<file path="src/rtl/pcs_pkg.sv">
// Shared types, constants and codes for the streaming correlation block.
`timescale 1ns / 1ps

package pcs_pkg;

    localparam int SAMPLE_BITS_DEF = 16;
    localparam int COUNT_BITS_DEF  = 16;

    // Quotient of the ratio r^2 * 2^32, saturated, and its integer root.
    localparam int DIVQ_BITS  = 33;
    localparam int FRAC_SHIFT = 32;
    localparam int ROOT_BITS  = 17;

    localparam logic [16:0] R_MAG_MAX      = 17'd32768;
    localparam logic [15:0] R_POS_MAX      = 16'd32767;
    localparam logic [31:0] PAIR_COUNT_MAX = 32'd65535;

    // Q1.15 band thresholds
    localparam logic signed [15:0] TH_P08 = 16'sd26215;
    localparam logic signed [15:0] TH_P06 = 16'sd19661;
    localparam logic signed [15:0] TH_P04 = 16'sd13108;
    localparam logic signed [15:0] TH_P02 = 16'sd6554;
    localparam logic signed [15:0] TH_Z   = 16'sd0;
    localparam logic signed [15:0] TH_N02 = -16'sd6553;
    localparam logic signed [15:0] TH_N04 = -16'sd13107;
    localparam logic signed [15:0] TH_N06 = -16'sd19660;
    localparam logic signed [15:0] TH_N08 = -16'sd26214;

    localparam logic [3:0] BAND_POS_VSTRONG = 4'd0;
    localparam logic [3:0] BAND_POS_STRONG  = 4'd1;
    localparam logic [3:0] BAND_POS_MOD     = 4'd2;
    localparam logic [3:0] BAND_POS_WEAK    = 4'd3;
    localparam logic [3:0] BAND_POS_VWEAK   = 4'd4;
    localparam logic [3:0] BAND_NEG_VWEAK   = 4'd5;
    localparam logic [3:0] BAND_NEG_WEAK    = 4'd6;
    localparam logic [3:0] BAND_NEG_MOD     = 4'd7;
    localparam logic [3:0] BAND_NEG_STRONG  = 4'd8;
    localparam logic [3:0] BAND_NEG_VSTRONG = 4'd9;
    localparam logic [3:0] BAND_UNDEF       = 4'd10;

    typedef struct packed {
        logic signed [15:0] x_sample;
        logic signed [15:0] y_sample;
        logic               last_pair;
    } pcs_in_t;

    typedef struct packed {
        logic signed [15:0] r_value;
        logic [3:0]         strength_band;
        logic [15:0]        pair_count;
    } pcs_out_t;

    typedef enum logic [3:0] {
        ST_IDLE,
        ST_ACC,
        ST_MUL_LOAD,
        ST_MUL_RUN,
        ST_MUL_FIX,
        ST_MUL_STORE,
        ST_CHECK,
        ST_DIV_LOAD,
        ST_DIV_RUN,
        ST_SQRT_LOAD,
        ST_SQRT_RUN,
        ST_FINISH
    } pcs_state_t;

    // Operand pairs of the shared serial multiplier, in issue order
    typedef enum logic [2:0] {
        MOP_N_SXY,
        MOP_SX_SY,
        MOP_N_SXX,
        MOP_SX_SX,
        MOP_N_SYY,
        MOP_SY_SY,
        MOP_MAG_MAG,
        MOP_D1_D2
    } pcs_mop_t;

    typedef struct packed {
        logic     accept;
        logic     acc_en;
        logic     mul_load;
        logic     mul_step;
        logic     mul_fix;
        logic     mul_store;
        logic     div_load;
        logic     div_step;
        logic     sqrt_load;
        logic     sqrt_step;
        logic     finish;
        pcs_mop_t mop;
    } pcs_cmd_t;

    typedef struct packed {
        logic last;
        logic mul_last;
        logic div_last;
        logic sqrt_last;
        logic undef;
        logic out_free;
    } pcs_stat_t;

endpackage

</file>
<file path="src/rtl/pcs_ctrl.sv">
// Sequencer for accumulation and the end-of-set multiply, divide and root steps.
`timescale 1ns / 1ps

module pcs_ctrl (
    input  logic              clk,
    input  logic              rst_n,
    input  logic              sample_valid,
    output logic              sample_stall,
    input  pcs_pkg::pcs_stat_t stat,
    output pcs_pkg::pcs_cmd_t  cmd
);
    import pcs_pkg::*;

    pcs_state_t state_reg, state_next;
    pcs_mop_t   mop_reg, mop_next;

    always_ff @(posedge clk or negedge rst_n)
    begin
        if (!rst_n)
        begin
            state_reg <= ST_IDLE;
            mop_reg   <= MOP_N_SXY;
        end
        else
        begin
            state_reg <= state_next;
            mop_reg   <= mop_next;
        end
    end

    always_comb
    begin
        state_next = state_reg;
        mop_next   = mop_reg;
        cmd        = '0;
        cmd.mop    = mop_reg;
        sample_stall = (state_reg != ST_IDLE);
        case (state_reg)
            ST_IDLE:
            begin
                if (sample_valid)
                begin
                    cmd.accept = 1'b1;
                    state_next = ST_ACC;
                end
            end
            ST_ACC:
            begin
                cmd.acc_en = 1'b1;
                mop_next   = MOP_N_SXY;
                state_next = stat.last ? ST_MUL_LOAD : ST_IDLE;
            end
            ST_MUL_LOAD:
            begin
                cmd.mul_load = 1'b1;
                state_next   = ST_MUL_RUN;
            end
            ST_MUL_RUN:
            begin
                cmd.mul_step = 1'b1;
                if (stat.mul_last)
                    state_next = ST_MUL_FIX;
            end
            ST_MUL_FIX:
            begin
                cmd.mul_fix = 1'b1;
                state_next  = ST_MUL_STORE;
            end
            ST_MUL_STORE:
            begin
                cmd.mul_store = 1'b1;
                case (mop_reg)
                    MOP_SY_SY: state_next = ST_CHECK;
                    MOP_D1_D2: state_next = ST_DIV_LOAD;
                    default:
                    begin
                        mop_next   = pcs_mop_t'(mop_reg + 3'd1);
                        state_next = ST_MUL_LOAD;
                    end
                endcase
            end
            ST_CHECK:
            begin
                // degenerate spread skips the ratio entirely
                mop_next   = MOP_MAG_MAG;
                state_next = stat.undef ? ST_FINISH : ST_MUL_LOAD;
            end
            ST_DIV_LOAD:
            begin
                cmd.div_load = 1'b1;
                state_next   = ST_DIV_RUN;
            end
            ST_DIV_RUN:
            begin
                cmd.div_step = 1'b1;
                if (stat.div_last)
                    state_next = ST_SQRT_LOAD;
            end
            ST_SQRT_LOAD:
            begin
                cmd.sqrt_load = 1'b1;
                state_next    = ST_SQRT_RUN;
            end
            ST_SQRT_RUN:
            begin
                cmd.sqrt_step = 1'b1;
                if (stat.sqrt_last)
                    state_next = ST_FINISH;
            end
            ST_FINISH:
            begin
                if (stat.out_free)
                begin
                    cmd.finish = 1'b1;
                    mop_next   = MOP_N_SXY;
                    state_next = ST_IDLE;
                end
            end
            default:
            begin
                state_next = ST_IDLE;
            end
        endcase
    end

    a_acc_after_accept: assert property (@(posedge clk) disable iff (!rst_n)
        (state_reg == ST_ACC) |-> $past(cmd.accept))
        else $error("accumulate step without an accepted item");

endmodule

</file>
<file path="config.mk">
export PLATFORM = sky130hd
export DESIGN_NAME = pcs_ctrl
export DESIGN_NICKNAME = d
export VERILOG_FILES = /design/src/rtl/pcs_pkg.sv /design/src/rtl/pcs_ctrl.sv
export SDC_FILE = /design/constraint.sdc
export NUM_CORES = 1
export LEC_CHECK = 0
export BUFFER_PORTS_ARGS = -buffer_cell sky130_fd_sc_hd__buf_4
export CAP_MARGIN = 25
export CORE_AREA = 2 2 39 41
export DETAILED_ROUTE_END_ITERATION = 6
export DIE_AREA = 0 0 41 43
export GPL_TIMING_DRIVEN = 1
export PLACE_DENSITY = 0.8
export SLEW_MARGIN = 10
export SYNTH_ARGS = -nofsm -noshare
export SYNTH_HDL_FRONTEND = slang
export SYNTH_SLANG_ARGS = --single-unit
</file>
<file path="constraint.sdc">
create_clock -name clk -period 3.3 [get_ports clk]
set_input_delay 0.165 -clock clk [delete_from_list [all_inputs] [get_ports clk]]
set_output_delay 0.165 -clock clk [all_outputs]
set_load 0.01 [all_outputs]
</file>
==> results.toml, run 1 <==
[clocking]
post_cts_buffers = 0
ctsHoldBuffers = 1
clock_latency_ns = 0.25
cts_tree = "built"
ctsResizeCount = 0
cts_buffers = 3
ctsLongestPathBuffers = 2
cts.sinks = 7
cts-root-buf = "clkbuf_4"
clkTransAtPathRegs_ns = 0.05
htree_levels = 1

[sta]
max_slew_margin = 0.632
hold_violations = 0
clock_skew_ns = 0.00229
drv_slew = 0
tightest_slew_ns = 0.552
finalSetupViolations = 0
fin_tns_setup_ns = 0
period_share = 0.558
period_needed_ns = 1.84
rsz0062_at_grt = "false"
layout_setup_ws_ns = 1.46
fmax_mhz = 543
hold_ws_ns = 0.262

[outcome]
status = "finished clean"

[grt]
grt_pass1_vias = 531
antenna_found_initial = 0
track_usage = 0.191
grt_pass1_wl_um = 2270
grt.overflow.total = 0
grt_max_degree = 18

[yosys]
synth_top_area_frac = 0.271
ys_warn_count = 0
postSynthAreaPerCell_um2 = 8.98
netlist_area_um2 = 647
ys_seq_area_frac = 0.271
syn_inst = 72
synth-seq-cells = 7
ys_types = 31
yosysTopAreaCell = "dfrtp_1"
synth.area.top_cells = "dfrtp_1, mux2_4, ha_1, nor2_1, nor3_1"
synth_fp_nets = 84

[pwr]
combPwrFrac = 0.585
clock_power_share = 0.109
pwr-share-seq = 0.306
p_leak_nw = 0.391
max-vdd-ir-drop_mv = 0.573
p_int_mw = 0.397
swShare = 0.443
p_sw_mw = 0.316
power.density_nw_per_um2 = 859

[floorplanning]
die-area_um2 = 1760
num_rows = 14
io_pins = 24
start_util = 0.467
die_w_um = 41
die_y_um = 43
core_area_um2 = 1380

[setup_path]
crit_family = "compound AO/OA/AOI/OAI gates"
required_ns = 3.44
r2r_slack_ns = 1.46
crit_end = "mop_reg[2]"
crit_chain = "ha_1, ha_1, a21oi_1, nor3_2, o21ba_2, mux2_4"
cp.depth = 6
start_kind = "flop"
rr_worst_depth = 6
timing.rr.start = "mop_reg[0]"
cpPeakStageDelay_ns = 0.42
cp_slowest_cell = "dfrtp_1"
critPathMaxFanout = 4
critPathLaunch = "mop_reg[0]"
path_buf_inv = 0
cpMostUsedCell = "ha_1"
path_class = "flop to flop"
arrival_ns = 1.98
r2r-end = "mop_reg[2]"
worstSetupEndpointType = "flop"

[route]
vias = 600
first_iter_violations = 10
first_pass_iters = 5
wire_per_inst_um = 13.3
wl_um = 1470
drc = 0
ant_nets = 0
detail_route.vias_per_cell = 5.45

[layout]
largest_reg_flops = 4
antennaDiodeCount = 0
area_growth_pct = 28.4
fillers = 125
fin_nets = 107
final_common_cell = "buf_4"
drive_gt1_frac = 0.372
final_cell_area_um2 = 831
layout_common_cells = "buf_4, nor2_1, dfrtp_1, nor3_1"

[place]
io_buffers = 23
gp_congestion = 0.720
dp.final_hpwl_um = 1070
dpl_worst_slack_ns = 1.45
place_area_um2 = 795

[flow_run]
cap_violations = 0

[hold_path]
hold_path_class = "input pin to async pin"
cell type report:
cell class / instances / area, µm² / share of cell area
Multi-Input combinational cell: 56 / 415 / 0.500
Clock buffer: 4 / 26.3 / 0.0316
Inverter: 3 / 11.3 / 0.0136
Timing Repair Buffer: 24 / 183 / 0.220
Tap cell: 16 / 20.0 / 0.0241
Sequential cell: 7 / 175 / 0.211
cells in the mapped netlist:
library cell and number:
nor2_1 10, dfrtp_1 7, nor3_1 6, mux2_4 4, nand2b_1 4, a21oi_1 3
buf_2 3, ha_1 3, inv_1 3, nand2_1 3, buf_6 2, mux2i_1 2
o21a_1 2, o22a_1 2, o22ai_1 2, a211o_1 1, a211oi_1 1, a21oi_2 1
and3_1 1, buf_4 1, nand2b_2 1, nand3b_1 1, nand4b_1 1, nor2b_1 1
nor3_2 1, o21ai_0 1, o21ai_1 1, o21ba_2 1, o32ai_4 1, or2b_1 1
or3_1 1
routing by layer:
metal  global-route usage  up-vias  wire length [µm]
li1                     -      297                 -
met1                0.242      286               638
met2                0.294       17               748
met3               0.0942        0                78
met4               0.0200        0                 0
met5                    0        -                 0
cells by family (layout without fill, tap and decap cells):
| logic type | count (synthesis) | count (layout) | synth area share |
|---|---|---|---|
| AOI/OAI and AO/OA | 16 | 16 | 0.205 |
| adders and majority gates | 3 | 3 | 0.0580 |
| and+or+nand+nor | 31 | 31 | 0.255 |
| DFF | 7 | 7 | 0.271 |
| buffers and inverters | 9 | 31 | 0.0870 |
| muxes | 6 | 6 | 0.124 |
power by group through the flow:
stage	clock, mW	combinational, mW	sequential (mW)
finish	0.0781	0.417	0.218
global placement	0	0.412	0.213
CTS	0.0814	0.420	0.217
global route	0.0870	0.454	0.228
detailed placement	0	0.415	0.218
floorplan	0	0.379	0.153
through the flow:
step / utilization / std cells / power, mW
detailed placement: 0.574 / 105 / 0.633
CTS: 0.600 / 110 / 0.718
floorplan: - / 72 / 0.532
finish: 0.600 / 110 / 0.713
global placement: 0.574 / 105 / 0.625
global route: 0.600 / 110 / 0.770
worst min-delay path by stage:
stage	startpoint	end	slack [ns]	cells after the start
finish	rst_n	mop_reg[2]	0.26	2
global route	rst_n	state_reg[0]	0.26	2
CTS	rst_n	mop_reg[0]	0.26	2
detailed placement	rst_n	mop_reg[0]	-0.02	1
global placement	rst_n	mop_reg[2]	-0.02	1
floorplan	rst_n	mop_reg[0]	-0.13	0
worst reg2reg max path: stages, from the launching register on:
cell     delay, ns
dfrtp_1       0.42
ha_1          0.22
ha_1          0.21
a21oi_1       0.20
nor3_2        0.08
o21ba_2       0.29
mux2_4        0.30
Note: power is estimated with default switching activity, not from simulation.
==> run 2, diff against run 1 <==
--- a/config.mk
+++ b/config.mk
@@ -5,13 +5,14 @@
 export SDC_FILE = /design/constraint.sdc
 export NUM_CORES = 1
 export LEC_CHECK = 0
+export ABC_AREA = 1
 export BUFFER_PORTS_ARGS = -buffer_cell sky130_fd_sc_hd__buf_4
 export CAP_MARGIN = 25
-export CORE_AREA = 2 2 39 41
+export CORE_MARGIN = 2
+export CORE_UTILIZATION = 47
 export DETAILED_ROUTE_END_ITERATION = 6
-export DIE_AREA = 0 0 41 43
 export GPL_TIMING_DRIVEN = 1
-export PLACE_DENSITY = 0.8
+export PLACE_DENSITY = 0.78
 export SLEW_MARGIN = 10
 export SYNTH_ARGS = -nofsm -noshare
 export SYNTH_HDL_FRONTEND = slang
==> constraint.sdc (replaced) <==
create_clock -name clk -period 1.74 [get_ports clk]
set_input_delay 0.087 -clock clk [delete_from_list [all_inputs] [get_ports clk]]
set_output_delay 0.087 -clock clk [all_outputs]
set_load 0.01 [all_outputs]
==> run 2 against run 1 <==
Utilization grew 7.3 points. Largest cell class unchanged. Register-to-register slack lost 1.2 ns. Combinational power grew 61%. Via count grew 17%. Highest routed layer is now met4. Die area decreased by 4.2%. Worst setup slack worse by 1.2 ns. Hold slack lost 0.081 ns. Synthesized cell count grew 50%. Non-clock buffer count unchanged.
==> results.toml, run 2 <==
[layout]
final_util = 0.673
fin_nets = 149
final_common_cell = "nand2_1"
largest_reg_flops = 4
layout_common_cells = "nand2_1, nor2_1, buf_4, inv_1, nand3_1"
antennaDiodeCount = 0
area_growth_pct = 35.4
drive_gt1_frac = 0.316

[route]
highest_layer = "met4"
wire_per_inst_um = 10.0
first_pass_iters = 4
wl_um = 1510
wl_met1_um = 696
wl_met2_um = 743
detail_route.vias_per_cell = 4.66
ant_nets = 0
vias = 704
first_iter_violations = 15
wl_met3_um = 56
drc = 0

[floorplanning]
die_w_um = 41.1
die_y_um = 41.1
num_rows = 13
start_util = 0.497
die-area_um2 = 1690
io_pins = 24
core_area_um2 = 1300

[outcome]
status = "finished clean"

[yosys]
postSynthAreaPerCell_um2 = 5.99
syn_inst = 108
synth.area.top_cells = "dfrtp_1, nand2_1, nor2_1, inv_1, nand2_2"
async_reset_ff_frac = 1.00
synth_common_cells = "nand2_1, nor2_1, inv_1, nand3_1, nand2_2"
ys_seq_area_frac = 0.271
yosysMostFrequentCell = "nand2_1"
netlist_area_um2 = 647
synth_edf_count = 0
synth_top_area_frac = 0.271
ys_types = 16
yosysTopAreaCell = "dfrtp_1"
synth_fp_nets = 120
ys_warn_count = 0
synth_flop_cell = "dfrtp_1"
synth-seq-cells = 7

[clocking]
cts-root-buf = "clkbuf_4"
cts_buffers = 3
cts.sinks = 7
cts_tree = "built"
htree_levels = 1
clock_latency_ns = 0.25
ctsLongestPathBuffers = 2
clkTransAtPathRegs_ns = 0.05

[grt]
grt.overflow.total = 0
track_usage = 0.210
antenna_found_initial = 0
grt_max_degree = 8
grt_pass1_vias = 584
grt_pass1_wl_um = 2300

[setup_path]
path_class = "flop to primary output"
critPathLaunch = "state_reg[0]"
r2r-end = "mop_reg[2]"
worstSetupEndpointType = "primary output"
required_ns = 1.65
critPathMaxFanout = 7
crit_end = "cmd[9]"
r2r_slack_ns = 0.29
start_kind = "flop"
rr_worst_depth = 9
timing.rr.start = "mop_reg[0]"
arrival_ns = 1.42

[pwr]
p_sw_mw = 0.536
max-vdd-ir-drop_mv = 0.758
pwr-share-seq = 0.259
p_int_mw = 0.564
combPwrFrac = 0.612
swShare = 0.487
clock_power_share = 0.129
p_leak_nw = 0.546
power.density_nw_per_um2 = 1260

[sta]
tightest_slew_ns = 0.269
drv_slew = 0
rsz0062_at_grt = "false"
clock_skew_ns = 0.00268
hold_violations = 0
max_slew_margin = 0.820
finalSetupViolations = 0
fmax_mhz = 662
period_needed_ns = 1.51
period_share = 0.868
hold_ws_ns = 0.182
fin_tns_setup_ns = 0

[hold_path]
hold_path_class = "input pin to async pin"

[place]
dp.final_hpwl_um = 1280
gp_congestion = 0.858
io_buffers = 23

[flow_run]
cap_violations = 0
run 2: changes by cell type in the layout (fill, tap and decap cells not counted), moves of 5 or more:
cell,change
inv_1,+12
nand2_2,+8
nand2_1,+26
nand3_1,+10
nor3_1,-5
nor2_1,+13
run 2: area by class of cell:
| cell class | instances | area, µm² |
|---|---|---|
| multi-input cells | 83 | 404 |
| well taps | 15 | 18.8 |
| inverters | 18 | 67.6 |
| clock inverters | 1 | 5.00 |
| flip-flops and latches | 7 | 175 |
| fillers | 125 | 425 |
| repair buffers | 24 | 183 |
| clock buffers | 3 | 22.5 |
run 2: cell families (layout without fill, tap and decap cells):
| family | count (synthesis) | count (layout) | synth area share |
|---|---|---|---|
| compound gates | 3 | 3 | 0.0271 |
| fa+ha+maj | 3 | 3 | 0.0580 |
| simple gates | 77 | 77 | 0.540 |
| buf+inv | 18 | 46 | 0.104 |
| flops | 7 | 7 | 0.271 |
run 2: per-layer routing:
layer | vias up | track usage
li1 | 388 | -
met1 | 299 | 0.283
met2 | 15 | 0.340
met3 | 2 | 0.0326
met4 | 0 | 0.0726
met5 | - | 0
run 2: worst max-delay path, cell delays in order, from the launching register on:
cell	delay [ns]
dfrtp_1	0.45
nor2_1	0.27
inv_1	0.09
nor2_1	0.20
buf_4	0.16
run 2: through the flow:
stage	instance area (µm²)	setup slack, ns	total power, mW	std cells
final	876	0.230	1.10	151
after global routing	876	0.0769	1.21	151
after CTS	876	0.220	1.11	151
after detailed placement	838	0.281	0.956	146
after global placement	838	0.330	0.943	146
after floorplan	647	0.330	0.720	108
run 2: how the worst min path moves through the flow:
| stage | start | end | slack [ns] | cells past startpoint |
|---|---|---|---|---|
| 2_1_floorplan | rst_n | mop_reg[0] | -0.21 | 0 |
| 3_3_place_gp | rst_n | mop_reg[1] | -0.10 | 1 |
| 3_5_place_dp | rst_n | mop_reg[1] | -0.1 | 1 |
| 4_1_cts | rst_n | mop_reg[2] | 0.17 | 2 |
| 5_1_grt | rst_n | mop_reg[1] | 0.18 | 2 |
| 6_report | rst_n | mop_reg[2] | 0.18 | 2 |
run 2: power by group through the flow:
stage | logic, mW | registers [mW] | clock network [mW]
after CTS | 0.675 | 0.284 | 0.151
after global placement | 0.660 | 0.283 | 0
after global routing | 0.747 | 0.296 | 0.163
final | 0.672 | 0.285 | 0.142
after detailed placement | 0.670 | 0.286 | 0
after floorplan | 0.441 | 0.278 | 0
run 2: what timing repair did:
| item | CTS | global route |
|---|---|---|
| hold buffers | 1 | 0 |
| endpoints found under the hold margin | 7 | 0 |
| setup buffers | 0 | 0 |
| gates resized for setup | 0 | 0 |
==> run 3, diff against run 2 <==
--- a/config.mk
+++ b/config.mk
@@ -5,11 +5,12 @@
 export SDC_FILE = /design/constraint.sdc
 export NUM_CORES = 1
 export LEC_CHECK = 0
-export ABC_AREA = 1
+export ABC_AREA = 0
 export BUFFER_PORTS_ARGS = -buffer_cell sky130_fd_sc_hd__buf_4
 export CAP_MARGIN = 25
 export CORE_MARGIN = 2
 export CORE_UTILIZATION = 47
+export CTS_CLUSTER_SIZE = 28
 export DETAILED_ROUTE_END_ITERATION = 6
 export GPL_TIMING_DRIVEN = 1
 export PLACE_DENSITY = 0.78
==> run 3 against run 2 <==
Via count fell by 9.5%. Sequential cell count did not move. Design area grew 4.9%. Worst setup slack worse by 0.16 ns. Register-to-register slack lost 0.22 ns. Count of clock-buffer cells in the layout rose by 1. Clock power barely moved. Highest routed layer unchanged. Total power up 40%. Fmax is 9.4% lower. Clock skew fell by 0.0017 ns.
==> results.toml, run 3 (synthesis gave the netlist of run 1 again) <==
[outcome]
status = "finished clean"

[setup_path]
required_ns = 1.87
worstSetupEndpointType = "flop"
timing.rr.start = "state_reg[1]"
rr_worst_depth = 4
critPathMaxFanout = 10
r2r_slack_ns = 0.07
path_class = "flop to flop"
start_kind = "flop"
r2r-end = "state_reg[1]"
arrival_ns = 1.80

[sta]
fin_tns_setup_ns = 0
hold_violations = 0
max_slew_margin = 0.762
rsz0062_at_grt = "false"
layout_setup_ws_ns = 0.0738
fmax_mhz = 600
clock_skew_ns = 0.000962
drv_slew = 0
tightest_slew_ns = 0.357
period_share = 0.958
finalSetupViolations = 0
period_needed_ns = 1.67
hold_ws_ns = 0.193

[route]
first_pass_iters = 4
wire_per_inst_um = 13.2
detail_route.vias_per_cell = 5.31
wl_um = 1580
vias = 637
drc = 0
ant_nets = 0
first_iter_violations = 14

[floorplanning]
num_rows = 13
start_util = 0.497
core_area_um2 = 1300
die_w_um = 41.1
die-area_um2 = 1690
die_y_um = 41.1
io_pins = 24

[layout]
drive_gt1_frac = 0.457
fin_nets = 118
fillers = 108
layout_common_cells = "buf_4, nor2_1, dfrtp_1, nor3_1"
final_util = 0.706
area_growth_pct = 42.0
largest_reg_flops = 4
antennaDiodeCount = 0
final_common_cell = "buf_4"
final_cell_area_um2 = 918

[clocking]
cts_buffers = 3
post_cts_buffers = 0
cts_tree = "built"
htree_levels = 1
clkTransAtPathRegs_ns = 0.05
cts.sinks = 7
clock_latency_ns = 0.25
cts-root-buf = "clkbuf_4"
ctsLongestPathBuffers = 2

[place]
place_area_um2 = 876
gp_congestion = 0.725
dpl_worst_slack_ns = 0.00716
io_buffers = 23
dp.final_hpwl_um = 1280

[grt]
grt_pass1_vias = 552
grt_max_degree = 11
antenna_found_initial = 0
grt.overflow.total = 0
track_usage = 0.210
grt_pass1_wl_um = 2330

[hold_path]
hold_path_class = "input pin to async pin"

[pwr]
max-vdd-ir-drop_mv = 1.04
p_leak_nw = 0.442
power.density_nw_per_um2 = 1670

[flow_run]
cap_violations = 0
[run 3: metrics by stage]
step,total power [mW],cells
3_5_place_dp,1.39,115
5_1_grt,1.65,120
3_3_place_gp,1.37,115
2_1_floorplan,1.01,72
4_1_cts,1.54,120
6_report,1.53,120
[run 3: report_power, final]
part / leakage, nW / switching, mW / internal [mW]
clock: 0.0150 / 0.0566 / 0.0873
combinational: 0.337 / 0.467 / 0.580
sequential: 0.0906 / 0.116 / 0.228
total: 0.442 / 0.640 / 0.895
[run 3: metal layers]
metal  vias to the layer above  wire [µm]  track usage
met1                       296        714        0.286
li1                        320          -            -
met3                         2         53       0.0326
met4                         0          9       0.0726
met2                        19        805        0.332
met5                         -          0            0
[run 3: layout make-up]
| cell class | count | area, µm² | share of cell area |
|---|---|---|---|
| multi-input cells | 56 | 422 | 0.459 |
| repair buffers | 35 | 265 | 0.289 |
| flip-flops and latches | 7 | 175 | 0.191 |
| clock buffers | 4 | 26.3 | 0.0286 |
| well taps | 15 | 18.8 | 0.0204 |
| inverters | 3 | 11.3 | 0.0123 |
[run 3: how the worst max path moves through the flow]
stage                             from            to  cells after the start
after floorplan             mop_reg[0]    mop_reg[2]                      6
after global placement      mop_reg[0]    mop_reg[2]                      6
after detailed placement    mop_reg[1]    mop_reg[2]                      6
after CTS                   mop_reg[1]    mop_reg[2]                      6
after global routing      state_reg[1]  state_reg[0]                      4
final                     state_reg[1]  state_reg[1]                      4
[run 3: critical path, stage by stage (launching register included)]
cell and delay, ns:
dfrtp_1 0.55, mux2_4 0.35, o32ai_4 0.24, a21oi_2 0.10, mux2_4 0.31
[run 3: timing repair]
item                                    4_1_cts  5_1_grt
endpoints found under the setup margin        1        1
hold endpoints to repair                      7        0
hold buffers                                  1        0
pin swaps                                     0        0
resized for setup                             1        1
